### src/hdl/rmaa_pkg.sv
`default_nettype none
package rmaa_pkg;

  localparam int FRAC_BITS    = 14;
  localparam int ONE          = 1 << FRAC_BITS;
  localparam int SQRT_ITERS   = 16;
  localparam int SQRT_LAT     = SQRT_ITERS + 1;
  localparam int CORDIC_STEPS = 18;
  localparam int DIV_BITS     = 16;
  localparam int BACK_LAT     = DIV_BITS + 2;
  localparam int ANGLE_HALF   = 46080;
  localparam int DEG90_Q16    = 90 * 65536;

  typedef enum logic [1:0] {
    CASE_GENERAL = 2'd0,
    CASE_ZERO    = 2'd1,
    CASE_HALF    = 2'd2,
    CASE_OOB     = 2'd3
  } case_code_t;

  // per-request data carried alongside the arithmetic units
  typedef struct packed {
    case_code_t         code;
    logic signed [16:0] u;
    logic signed [16:0] n0;
    logic signed [16:0] n1;
    logic signed [16:0] n2;
    logic [15:0]        root;
  } side_t;

  // atan(2^-i) in degrees, 16 fraction bits
  function automatic logic [21:0] atan_deg(input logic [4:0] i);
    logic [21:0] v;
    case (i)
      5'd0:    v = 22'd2949120;
      5'd1:    v = 22'd1740967;
      5'd2:    v = 22'd919879;
      5'd3:    v = 22'd466945;
      5'd4:    v = 22'd234379;
      5'd5:    v = 22'd117304;
      5'd6:    v = 22'd58666;
      5'd7:    v = 22'd29335;
      5'd8:    v = 22'd14668;
      5'd9:    v = 22'd7334;
      5'd10:   v = 22'd3667;
      5'd11:   v = 22'd1833;
      5'd12:   v = 22'd917;
      5'd13:   v = 22'd458;
      5'd14:   v = 22'd229;
      5'd15:   v = 22'd115;
      5'd16:   v = 22'd57;
      5'd17:   v = 22'd29;
      default: v = 22'd0;
    endcase
    return v;
  endfunction

endpackage
`default_nettype wire

### src/hdl/rmaa_sqrt.sv
`default_nettype none
module rmaa_sqrt import rmaa_pkg::*; (
  input  wire logic        clk,
  input  wire logic        en,
  input  wire logic [30:0] rad,
  output logic      [15:0] root
);

  logic [30:0] m_r   [SQRT_ITERS];
  logic [30:0] r_r   [SQRT_ITERS];
  logic [30:0] m_nxt [SQRT_ITERS];
  logic [30:0] r_nxt [SQRT_ITERS];
  logic [15:0] root_r;

  genvar k;
  generate
    for (k = 0; k < SQRT_ITERS; k++) begin : g_it
      localparam logic [30:0] BIT = 31'(1) << (2 * (SQRT_ITERS - 1 - k));
      logic [30:0] m_in;
      logic [30:0] r_in;
      logic [31:0] trial;
      if (k == 0) begin : g_first
        assign m_in = rad;
        assign r_in = '0;
      end else begin : g_rest
        assign m_in = m_r[k-1];
        assign r_in = r_r[k-1];
      end
      assign trial = {1'b0, r_in} + {1'b0, BIT};
      always_comb begin
        if ({1'b0, m_in} >= trial) begin
          m_nxt[k] = 31'({1'b0, m_in} - trial);
          r_nxt[k] = (r_in >> 1) + BIT;
        end else begin
          m_nxt[k] = m_in;
          r_nxt[k] = r_in >> 1;
        end
      end
      always_ff @(posedge clk) begin
        if (en) begin
          m_r[k] <= m_nxt[k];
          r_r[k] <= r_nxt[k];
        end
      end
    end
  endgenerate

  // round to nearest: remainder above root means next integer is closer
  always_ff @(posedge clk) begin
    if (en) begin
      if (m_r[SQRT_ITERS-1] > r_r[SQRT_ITERS-1]) begin
        root_r <= 16'(r_r[SQRT_ITERS-1] + 31'd1);
      end else begin
        root_r <= r_r[SQRT_ITERS-1][15:0];
      end
    end
  end

  assign root = root_r;

endmodule
`default_nettype wire

### config.mk
export PLATFORM = sky130hd
export DESIGN_NAME = rmaa_sqrt
export DESIGN_NICKNAME = d
export VERILOG_FILES = /design/src/hdl/rmaa_pkg.sv /design/src/hdl/rmaa_sqrt.sv
export SDC_FILE = /design/constraint.sdc
export NUM_CORES = 1
export LEC_CHECK = 0
export ABC_AREA = 1
export BUFFER_PORTS_ARGS = -buffer_cell sky130_fd_sc_hd__buf_2
export CORE_MARGIN = 4
export CORE_UTILIZATION = 38
export CTS_CLUSTER_SIZE = 24
export DETAILED_ROUTE_END_ITERATION = 12
export PLACE_DENSITY = 0.57
export SYNTH_ARGS = -nofsm -noshare
export SYNTH_HDL_FRONTEND = slang
export SYNTH_SLANG_ARGS = --single-unit
### constraint.sdc
create_clock -name clk -period 2.8 [get_ports clk]
set_clock_uncertainty 0.05 [all_clocks]
set_input_delay 0.14 -clock clk [delete_from_list [all_inputs] [get_ports clk]]
set_output_delay 0.14 -clock clk [all_outputs]
set_load 0.02 [all_outputs]
==> metrics.md <==
| Metric | Value |
|---|---|
| Nets@finish | `4,404` |
| Flops & latches, synth | `648` |
| Final WS setup | `0.177 ns` |
| Synthesized area per cell | `8.89 µm²` |
| Critical Path RT | `3.12 ns` |
| # H-tree levels | `3` |
| Setup WS pre-CTS | `-0.164 ns` |
| Design area | `40,600 µm²` |
| Max IR drop VDD | `492 µV` |
| Status | `complete, no violations` |
| Syn nets | `4,235` |
| Design Power | `0.0301 W` |
| Fin crit share | `93.7%` |
| Post-Syn Area | `35,800 µm²` |
| Hold crit path type | `input pin to register` |
| Clk sink count | `648` |
| Dpl hpwl | `67,800 µm` |
| Antenna Diode Count | `0` |
| Starting Density | `38.3%` |
| Ys Warns | `0` |
| Fraction of registers with async set/reset | `0%` |
| Setup TNS | `0 ns` |
| Layout overhead on the synthesized area | `13.3%` |
| Unrepaired setup endpoints after global routing | `no` |
| CP most frequent cell | `nand2_1` |
| WP data arrival | `2.95 ns` |
| Worst slew margin | `54.1%` |
| Core Rows | `112` |
| Global placer's final weighted congestion | `0.911` |
| Kind of cell adding the most delay to the critical path | `simple AND/OR/NAND/NOR gates` |
| Input/output buffers | `48` |
| Slew Viols, Final | `0` |
| Initial antenna violation count | `2` |
| Main synth FF type | `edfxtp_1` |
| Io pins | `49` |
| R2R depth | `11` |
| Wire per inst | `15.9 µm` |
| CP Capture Type | `register` |
| Final ANT Viol Nets | `0` |
| Vias in the first global route | `25,700` |
| Leak pwr | `18.0 nW` |
| Max Root-Sink Buffers | `3` |
| Placed Area | `37,800 µm²` |
| Final Hold Vio Count | `0` |
| Critical path class | `register to register` |
| Gr usage total | `17.6%` |
| CTS tree | `done` |
| CP Launch Type | `register` |
| Iteration-0 DRC Markers | `2,032` |
| Grt ovf | `0` |
| Levels on crit path | `11` |
| Yosys cell types | `49` |
| Die area | `99,300 µm²` |
| CTS buffer count | `74` |
| PD cells | `741 nW/µm²` |
| Die Ht | `315 µm` |
| Routed WL | `87,500 µm` |
| Critical Path, Cell by Cell | `ha_1 -> nand2_1 -> nor2_4 -> nand4_1 -> nor2_1 -> nor2_1 -> nand2_2 -> buf_4 -> nand3_1 -> nand2_1 -> nand2_1` |
| Period minus WS final | `2.62 ns` |
| Crit path max fanout | `10` |
| First-pass GRT wire length | `139,000 µm` |
| CTS root buf | `clkbuf_16` |
| Max-cap violations | `0` |
| Via count | `26,500` |
| Final setup violation count | `0` |
| Achievable clock frequency | `381 MHz` |
| Worst Max-Slew Pin Slew | `0.688 ns` |
| Clk slew on worst S/H paths | `0.06 ns` |
| Post-synth EDFFs | `648` |
| DRC viols | `0` |
| Largest net degree at the start of global routing | `113` |
| Via-to-Cell Ratio | `4.81` |
| Clk_lat worst skew | `0.63 ns` |
| Share of layout cells above drive strength 1 | `6.48%` |
| Initial DRT Pass Iterations | `5` |
| Post-synthesis instance total | `4,034` |
| Core Box Area | `93,500 µm²` |
| CP bufs+invs | `1` |
| Die Wd | `315 µm` |
| CP max stage delay | `0.42 ns` |
| Hold Crit Depth | `2` |
| Register area share after synthesis | `54.3%` |
| Crit-path slowest cell | `edfxtp_1` |
-- per-stage QoR --
step / util [%] / cells / hold WS [ns]
final: 43.5 / 5515 / 0.179
after global routing: 43.5 / 5515 / 0.143
after CTS: 43.4 / 5513 / 0.129
after detailed placement: 40.5 / 5347 / 0.268
after global placement: 40.5 / 5347 / 0.267
after floorplan: - / 4034 / 0.189
-- metal layers --
layer / global-route usage, % / vias to the layer above / share of wire [%]
li1: - / 13600 / -
met1: 24.4 / 12200 / 47
met2: 28.9 / 585 / 46
met3: 2.70 / 122 / 4.7
met4: 4.76 / 0 / 2.4
met5: 0 / - / 0
-- state kept, by name, summed over array words and instances (netlist names) --
name and cells:
m_r 496, r_r 136, root 16
-- synth_stat cells (all sizes together) (6+ instances only) --
cell type | n | area (µm²)
nand2 | 1292 | 4880
nand3 | 253 | 1290
buf | 28 | 234
or2 | 12 | 75.1
xnor2 | 39 | 342
o21ai | 99 | 495
nor4 | 24 | 150
nand3b | 25 | 188
nand4 | 63 | 409
ha | 167 | 2090
o21bai | 8 | 60.1
a21oi | 162 | 852
xor2 | 93 | 815
edfxtp | 648 | 19500
nor3b | 6 | 45.0
a21o | 9 | 67.6
nor3 | 63 | 325
nor2 | 380 | 1480
inv | 632 | 2370
-- worst paths after layout --
kind	start	endpoint	slack, ns
hold reg to reg	r_r[1][20]	r_r[1][50]	0.39
hold / removal	rad[26]	m_r[0][26]	0.18
setup / recovery	m_r[1][111]	m_r[1][147]	0.18
setup reg to reg	m_r[1][111]	m_r[1][147]	0.18
-- where the power goes --
part           switching (W)  total [W]  internal, W
logic                0.00453    0.00696      0.00243
registers           0.000967     0.0133       0.0123
clock network        0.00401    0.00983      0.00582
-- cell type report --
type | count | area (µm²)
clock buffer | 89 | 1930
clock inverter | 45 | 529
fill | 9119 | 52800
inverter | 636 | 2390
multi-input combinational | 2719 | 13800
sequential | 648 | 19500
tap | 1254 | 1570
timing repair buffer | 124 | 988
-- cell usage in the layout, fill, tap and decap left out, types with 9 or more instances in the layout --
cell type,instances
nand2_1,1280
edfxtp_1,648
inv_1,610
nor2_1,365
nand3_1,249
ha_1,167
a21oi_1,151
xor2_1,93
clkbuf_16,75
nand4_1,62
nor3_1,61
o21ai_0,56
buf_2,47
o21ai_1,43
xnor2_1,39
buf_4,37
dlygate4sd3_1,32
nand3b_1,25
nor4_1,24
inv_2,19
clkinv_1,17
clkbuf_1,14
nor2_2,11
nand2_2,11
a21oi_2,11
clkinv_2,11
or2_2,10
a21o_1,9
bufinv_16,9
-- what timing repair did --
action,CTS,global route
setup endpoints to repair,18,19
pin swaps,0,2
setup buffers,0,2
gates resized for setup,1,5
endpoints found under the hold margin,46,0
hold buffers,32,0
-- worst register-to-register path: stages, from the launching register on --
cell and delay (ns):
edfxtp_1 0.42, ha_1 0.38, nand2_1 0.18, nor2_4 0.23, nand4_1 0.26, nor2_1 0.21
nor2_1 0.08, nand2_2 0.15, buf_4 0.20, nand3_1 0.09, nand2_1 0.07, nand2_1 0.05
-- logic make-up after synthesis --
group / synth area share [%]
AOI/OAI and AO/OA: 4.33
other: 0.0105
DFF: 54.3
and+or+nand+nor: 24.9
xor gates and xnor gates: 3.23
buffers and inverters: 7.35
adders and majority gates: 5.89
No activity file was read; power rests on OpenSTA's default activity.
