**config.mk**
```make
export PLATFORM = sky130hd
export DESIGN_NAME = rmaa_div
export DESIGN_NICKNAME = d
export VERILOG_FILES = /design/src/hdl/rmaa_pkg.sv /design/src/hdl/rmaa_div.sv
export SDC_FILE = /design/constraint.sdc
export NUM_CORES = 2
export LEC_CHECK = 0
export ABC_CLOCK_PERIOD_IN_PS = 15900
export BUFFER_PORTS_ARGS = -buffer_cell sky130_fd_sc_hd__buf_2
export CAP_MARGIN = 20
export CORE_ASPECT_RATIO = 0.8
export CORE_MARGIN = 4
export CORE_UTILIZATION = 50
export DETAILED_ROUTE_END_ITERATION = 8
export GPL_TIMING_DRIVEN = 1
export PLACE_DENSITY_LB_ADDON = 0.15
export REMOVE_ABC_BUFFERS = 1
export SETUP_SLACK_MARGIN = 0.05
export SKIP_CTS_REPAIR_TIMING = 1
export SYNTH_ARGS = -nofsm -noshare
export SYNTH_HDL_FRONTEND = slang
export SYNTH_SLANG_ARGS = --single-unit
```
**constraint.sdc**
```tcl
create_clock -name clk -period 15.9 [get_ports clk]
set_input_delay 3.18 -clock clk [delete_from_list [all_inputs] [get_ports clk]]
set_output_delay 3.18 -clock clk [all_outputs]
set_load 0.005 [all_outputs]
```
**src/hdl/rmaa_pkg.sv**
```systemverilog
`default_nettype none
package rmaa_pkg;

  localparam int FRAC_BITS    = 14;
  localparam int ONE          = 1 << FRAC_BITS;
  localparam int SQRT_ITERS   = 16;
  localparam int SQRT_LAT     = SQRT_ITERS + 1;
  localparam int CORDIC_STEPS = 18;
  localparam int DIV_BITS     = 16;
  localparam int BACK_LAT     = DIV_BITS + 2;
  localparam int ANGLE_HALF   = 46080;
  localparam int DEG90_Q16    = 90 * 65536;

  typedef enum logic [1:0] {
    CASE_GENERAL = 2'd0,
    CASE_ZERO    = 2'd1,
    CASE_HALF    = 2'd2,
    CASE_OOB     = 2'd3
  } case_code_t;

  // per-request data carried alongside the arithmetic units
  typedef struct packed {
    case_code_t         code;
    logic signed [16:0] u;
    logic signed [16:0] n0;
    logic signed [16:0] n1;
    logic signed [16:0] n2;
    logic [15:0]        root;
  } side_t;

  // atan(2^-i) in degrees, 16 fraction bits
  function automatic logic [21:0] atan_deg(input logic [4:0] i);
    logic [21:0] v;
    case (i)
      5'd0:    v = 22'd2949120;
      5'd1:    v = 22'd1740967;
      5'd2:    v = 22'd919879;
      5'd3:    v = 22'd466945;
      5'd4:    v = 22'd234379;
      5'd5:    v = 22'd117304;
      5'd6:    v = 22'd58666;
      5'd7:    v = 22'd29335;
      5'd8:    v = 22'd14668;
      5'd9:    v = 22'd7334;
      5'd10:   v = 22'd3667;
      5'd11:   v = 22'd1833;
      5'd12:   v = 22'd917;
      5'd13:   v = 22'd458;
      5'd14:   v = 22'd229;
      5'd15:   v = 22'd115;
      5'd16:   v = 22'd57;
      5'd17:   v = 22'd29;
      default: v = 22'd0;
    endcase
    return v;
  endfunction

endpackage
`default_nettype wire

```
**src/hdl/rmaa_div.sv**
```systemverilog
`default_nettype none
module rmaa_div import rmaa_pkg::*; (
  input  wire logic               clk,
  input  wire logic               en,
  input  wire logic signed [30:0] num,
  input  wire logic        [16:0] den,
  output logic signed      [15:0] quo
);

  typedef struct packed {
    logic neg;
    logic pos;
    logic dz;
    logic ovf;
  } div_flg_t;

  // prep stage: magnitude plus half divisor for round-to-nearest
  logic [30:0] a1_r;
  logic [16:0] den1_r;
  div_flg_t    flg1_r;
  logic [30:0] mag;
  logic [30:0] a1;

  assign mag = (num < 0) ? 31'(-num) : 31'(num);
  assign a1  = mag + 31'(den >> 1);

  // quotient too large for the bits computed below
  always_ff @(posedge clk) begin
    if (en) begin
      a1_r        <= a1;
      den1_r      <= den;
      flg1_r.neg  <= (num < 0);
      flg1_r.pos  <= (num > 0);
      flg1_r.dz   <= (den == '0);
      flg1_r.ovf  <= ({2'b0, a1} >= {den, 16'b0});
    end
  end

  logic [30:0]         rem_r [DIV_BITS+1];
  logic [DIV_BITS-1:0] q_r   [DIV_BITS+1];
  logic [16:0]         den_r [DIV_BITS+1];
  div_flg_t            flg_r [DIV_BITS+1];

  always_ff @(posedge clk) begin
    if (en) begin
      rem_r[0] <= a1_r;
      q_r[0]   <= '0;
      den_r[0] <= den1_r;
      flg_r[0] <= flg1_r;
    end
  end

  genvar k;
  generate
    for (k = 1; k <= DIV_BITS; k++) begin : g_bit
      localparam int J = DIV_BITS - k;
      logic [31:0]         dsh;
      logic [30:0]         rem_nxt;
      logic [DIV_BITS-1:0] q_nxt;
      assign dsh = 32'(den_r[k-1]) << J;
      always_comb begin
        q_nxt = q_r[k-1];
        if ({1'b0, rem_r[k-1]} >= dsh) begin
          rem_nxt  = 31'({1'b0, rem_r[k-1]} - dsh);
          q_nxt[J] = 1'b1;
        end else begin
          rem_nxt = rem_r[k-1];
        end
      end
      always_ff @(posedge clk) begin
        if (en) begin
          rem_r[k] <= rem_nxt;
          q_r[k]   <= q_nxt;
          den_r[k] <= den_r[k-1];
          flg_r[k] <= flg_r[k-1];
        end
      end
    end
  endgenerate

  logic [DIV_BITS-1:0] q;
  div_flg_t            f;

  assign q = q_r[DIV_BITS];
  assign f = flg_r[DIV_BITS];

  always_comb begin
    if (f.dz) begin
      if (f.pos) begin
        quo = 16'sd32767;
      end else if (f.neg) begin
        quo = -16'sd32768;
      end else begin
        quo = '0;
      end
    end else if (f.neg) begin
      if (f.ovf || q > 16'd32768) begin
        quo = -16'sd32768;
      end else begin
        quo = $signed(16'(-q));
      end
    end else begin
      if (f.ovf || q[15]) begin
        quo = 16'sd32767;
      end else begin
        quo = $signed(q);
      end
    end
  end

endmodule
`default_nettype wire

```
==> flow_metrics.py <==
metrics = {
    "status": {
        "status": "finished clean",
    },
    "yosys": {
        "synth_cell_type_count": 94,
        "seq_area_frac_synth_pct": 59.8,
        "synth_edf_count": 1024,
        "netlist_instances": 4175,
        "synthArstFlopShare_pct": 0,
        "yosysTopAreaCell": "edfxtp_1",
        "synth_commonest_cells": "edfxtp_1 (1024), inv_1 (375), ha_1 (306)",
        "synth_seq_cells": 1024,
        "synth_ff_type": "edfxtp_1",
        "synth_top_area_share_pct": 59.8,
        "ys_warn_count": 0,
        "syn-cell-area_um2": 51500,
        "yosysMostFrequentCell": "edfxtp_1",
        "avgSynthCellArea_um2": 12.3,
        "synthTopCellsByArea": "edfxtp_1 (60%), ha_1 (7.4%), xnor2_1 (3.0%)",
    },
    "layout": {
        "areaGrowthSynthToFinish_pct": 10.2,
        "multi_input_area_um2": 19100,
        "nets": 4672,
        "seqCellArea_um2": 30700,
        "finalNonFillerCells": 5707,
        "drive_above_1_share_pct": 8.22,
        "fill_cells": 8292,
        "antenna_cells": 0,
    },
    "power_and_ir_drop": {
        "ir_drop_mv": 0.0958,
        "power.density_nw_per_um2": 159,
        "p_leak_nw": 21.8,
        "finalPower_w": 0.00900,
    },
    "min_path": {
        "holdCritPathClass": "flop to flop",
    },
    "die": {
        "initial_core_util_pct": 50.8,
        "die_h_um": 295,
        "num_rows": 104,
        "die_area_um2": 108000,
        "dieWidth_um": 367,
        "ioPinCount": 66,
        "fp.coreArea_um2": 101000,
    },
    "clock_tree": {
        "tritoncts": "yes",
        "cts_buffers": 100,
        "insertion_delay_ns": 0.69,
        "clock_sinks": 1024,
        "h-tree-depth": 3,
        "root_buffer": "clkbuf_16",
        "cts_buffer_depth": 3,
        "clk_pin_slew_worst_paths_ns": 0.06,
    },
    "routing": {
        "drc": 0,
        "drtIter0Drc": 2563,
        "vias_per_cell": 5.55,
        "vias": 31700,
        "routed_wl_um": 107000,
        "ant_nets": 0,
        "drt-pass1-iter-count": 6,
        "wl_per_cell_um": 18.7,
    },
    "grt": {
        "antenna_found_initial": 0,
        "track_usage_pct": 19.5,
        "grt_max_degree": 182,
        "overflow": 0,
        "grt_pass1_vias": 29800,
        "grt_first_pass_wirelength_um": 167000,
    },
    "sta": {
        "final-setup-viol-count": 0,
        "hold_viol": 0,
        "fin_setup_tns_ns": 0,
        "finalCritPeriodShare_pct": 55.1,
        "slew-limit-headroom_pct": 28.1,
        "period_needed_ns": 8.76,
        "holdWs_ns": 0.408,
        "finClkSkew_ns": 0.0223,
        "fmax_mhz": 114,
        "final_max_slew_viol_count": 0,
        "worstMarginPinSlew_ns": 1.08,
        "rsz0062_at_grt": "false",
    },
    "place": {
        "place_inst": 5523,
        "hpwlAfterDp_um": 78400,
        "gp_congestion": 0.898,
        "portBuffers": 65,
    },
    "job": {
        "max-cap-violations": 0,
    },
    "setup_path": {
        "critPathLaunchType": "input pin",
        "arrival_ns": 9.26,
        "slowest_stage": "a21oi_1",
        "cp_max_fo": 14,
        "path_cells": "buf_2 -> nor4_4 -> nand2_1 -> o41ai_1 -> xnor2_1 -> ha_1 -> a21o_1 -> a21oi_1 -> nor2b_1 -> a311o_1 -> a41o_1 -> a21oi_1 -> nor3_2 -> a31oi_1 -> o2bb2ai_1 -> ha_1 -> nand4_1 -> nor4_1 -> nand4b_1 -> or4_1 -> or4_1 -> nor4_1 -> nand2b_1 -> o31ai_1",
        "path_class": "input pin to flop",
        "cp.required_ns": 16.40,
        "worstSetupEndpointType": "flop",
        "slowest_delay_ns": 0.54,
    },
}
final cells by class:
type / count / share of cell area, %
sequential: 1024 / 54.2
multi-input combinational: 2711 / 33.6
clock buffer: 113 / 4.54
tap: 1325 / 2.92
inverter: 377 / 2.50
clock inverter: 71 / 1.25
timing repair buffer: 86 / 0.951
final timing paths:
| check | start | endpoint | slack, ns | cells past startpoint |
|---|---|---|---|---|
| worst max-delay path | num[5] | flg1_r[0] | 7.14 | 24 |
| worst min-delay path | flg_r[0][59] | flg_r[0][63] | 0.41 | 0 |
| worst max register to register | den_r[0][18] | rem_r[0][86] | 11.72 | 11 |
| worst min register to register | flg_r[0][59] | flg_r[0][63] | 0.41 | 0 |
layer usage:
layer	routed length (µm)	track usage, %	vias up	part of all wire [%]
met2	47400	29.9	683	44
met5	0	0	-	0
met3	5230	3.17	133	4.9
met1	52300	29.4	15100	49
li1	-	-	15700	-
met4	2040	4.69	0	1.9
worst max-delay path: cells and delay by family:
kind,cells,cell delay [ns]
XOR/XNOR,1,0.18
buffers and inverters,1,0.12
adder cells (fa/ha/maj),2,0.63
AND/OR/NAND/NOR,11,2.66
AO/OA/AOI/OAI,9,2.47
flip-flops by register name, summed over array words and instances, names as in the netlist:
signal / count
flg1_r: 4
a1_r: 31
den_r: 272
rem_r: 496
flg_r: 68
q_r: 136
den1_r: 17
placed cells by master (no fill, tap or decap), drive strengths merged, types with 13 or more instances in the layout:
cell and n:
o41ai 15, nand4 41, and2 16, or2 21, clkinv 49, nand4b 14
nor2 276, o21a 46, nor2b 66, xnor2 177, a21oi 251, inv 380
nand2b 56, ha 306, nand2 273, a21o 113, edfxtp 1024, fa 16
mux2 68, buf 86, or4 22, nor4 73, o21bai 23, nand3b 17
xor2 143, o21ai 247, and3 18, nor4b 13, a211oi 34, a31oi 32
or3 26, clkbuf 113, nor3 85, nand3 50, o31ai 37, a21boi 13
metrics by stage:
| step | instance area (µm²) | worst slack [ns] | util (%) |
|---|---|---|---|
| after floorplan | 51200 | 7.61 | - |
| after global placement | 53400 | 6.68 | 52.7 |
| after detailed placement | 53400 | 6.55 | 52.7 |
| after CTS | 56700 | 7.26 | 55.9 |
| after global routing | 56700 | 6.79 | 55.9 |
| final | 56700 | 7.14 | 55.9 |
where the power goes:
group	internal, W	leakage, nW	switching (W)
sequential	0.00364	9.90	0.000313
combinational	0.00117	10.3	0.00151
clock	0.00134	1.59	0.00103
total	0.00615	21.8	0.00285
logic make-up after synthesis:
family	share of synthesized area (%)
compound gates	11.0
mux	1.68
flops	59.8
xor+xnor	5.45
simple gates	10.8
buf+inv	3.28
fa+ha+maj	8.06
No activity file was read; power rests on OpenSTA's default activity.
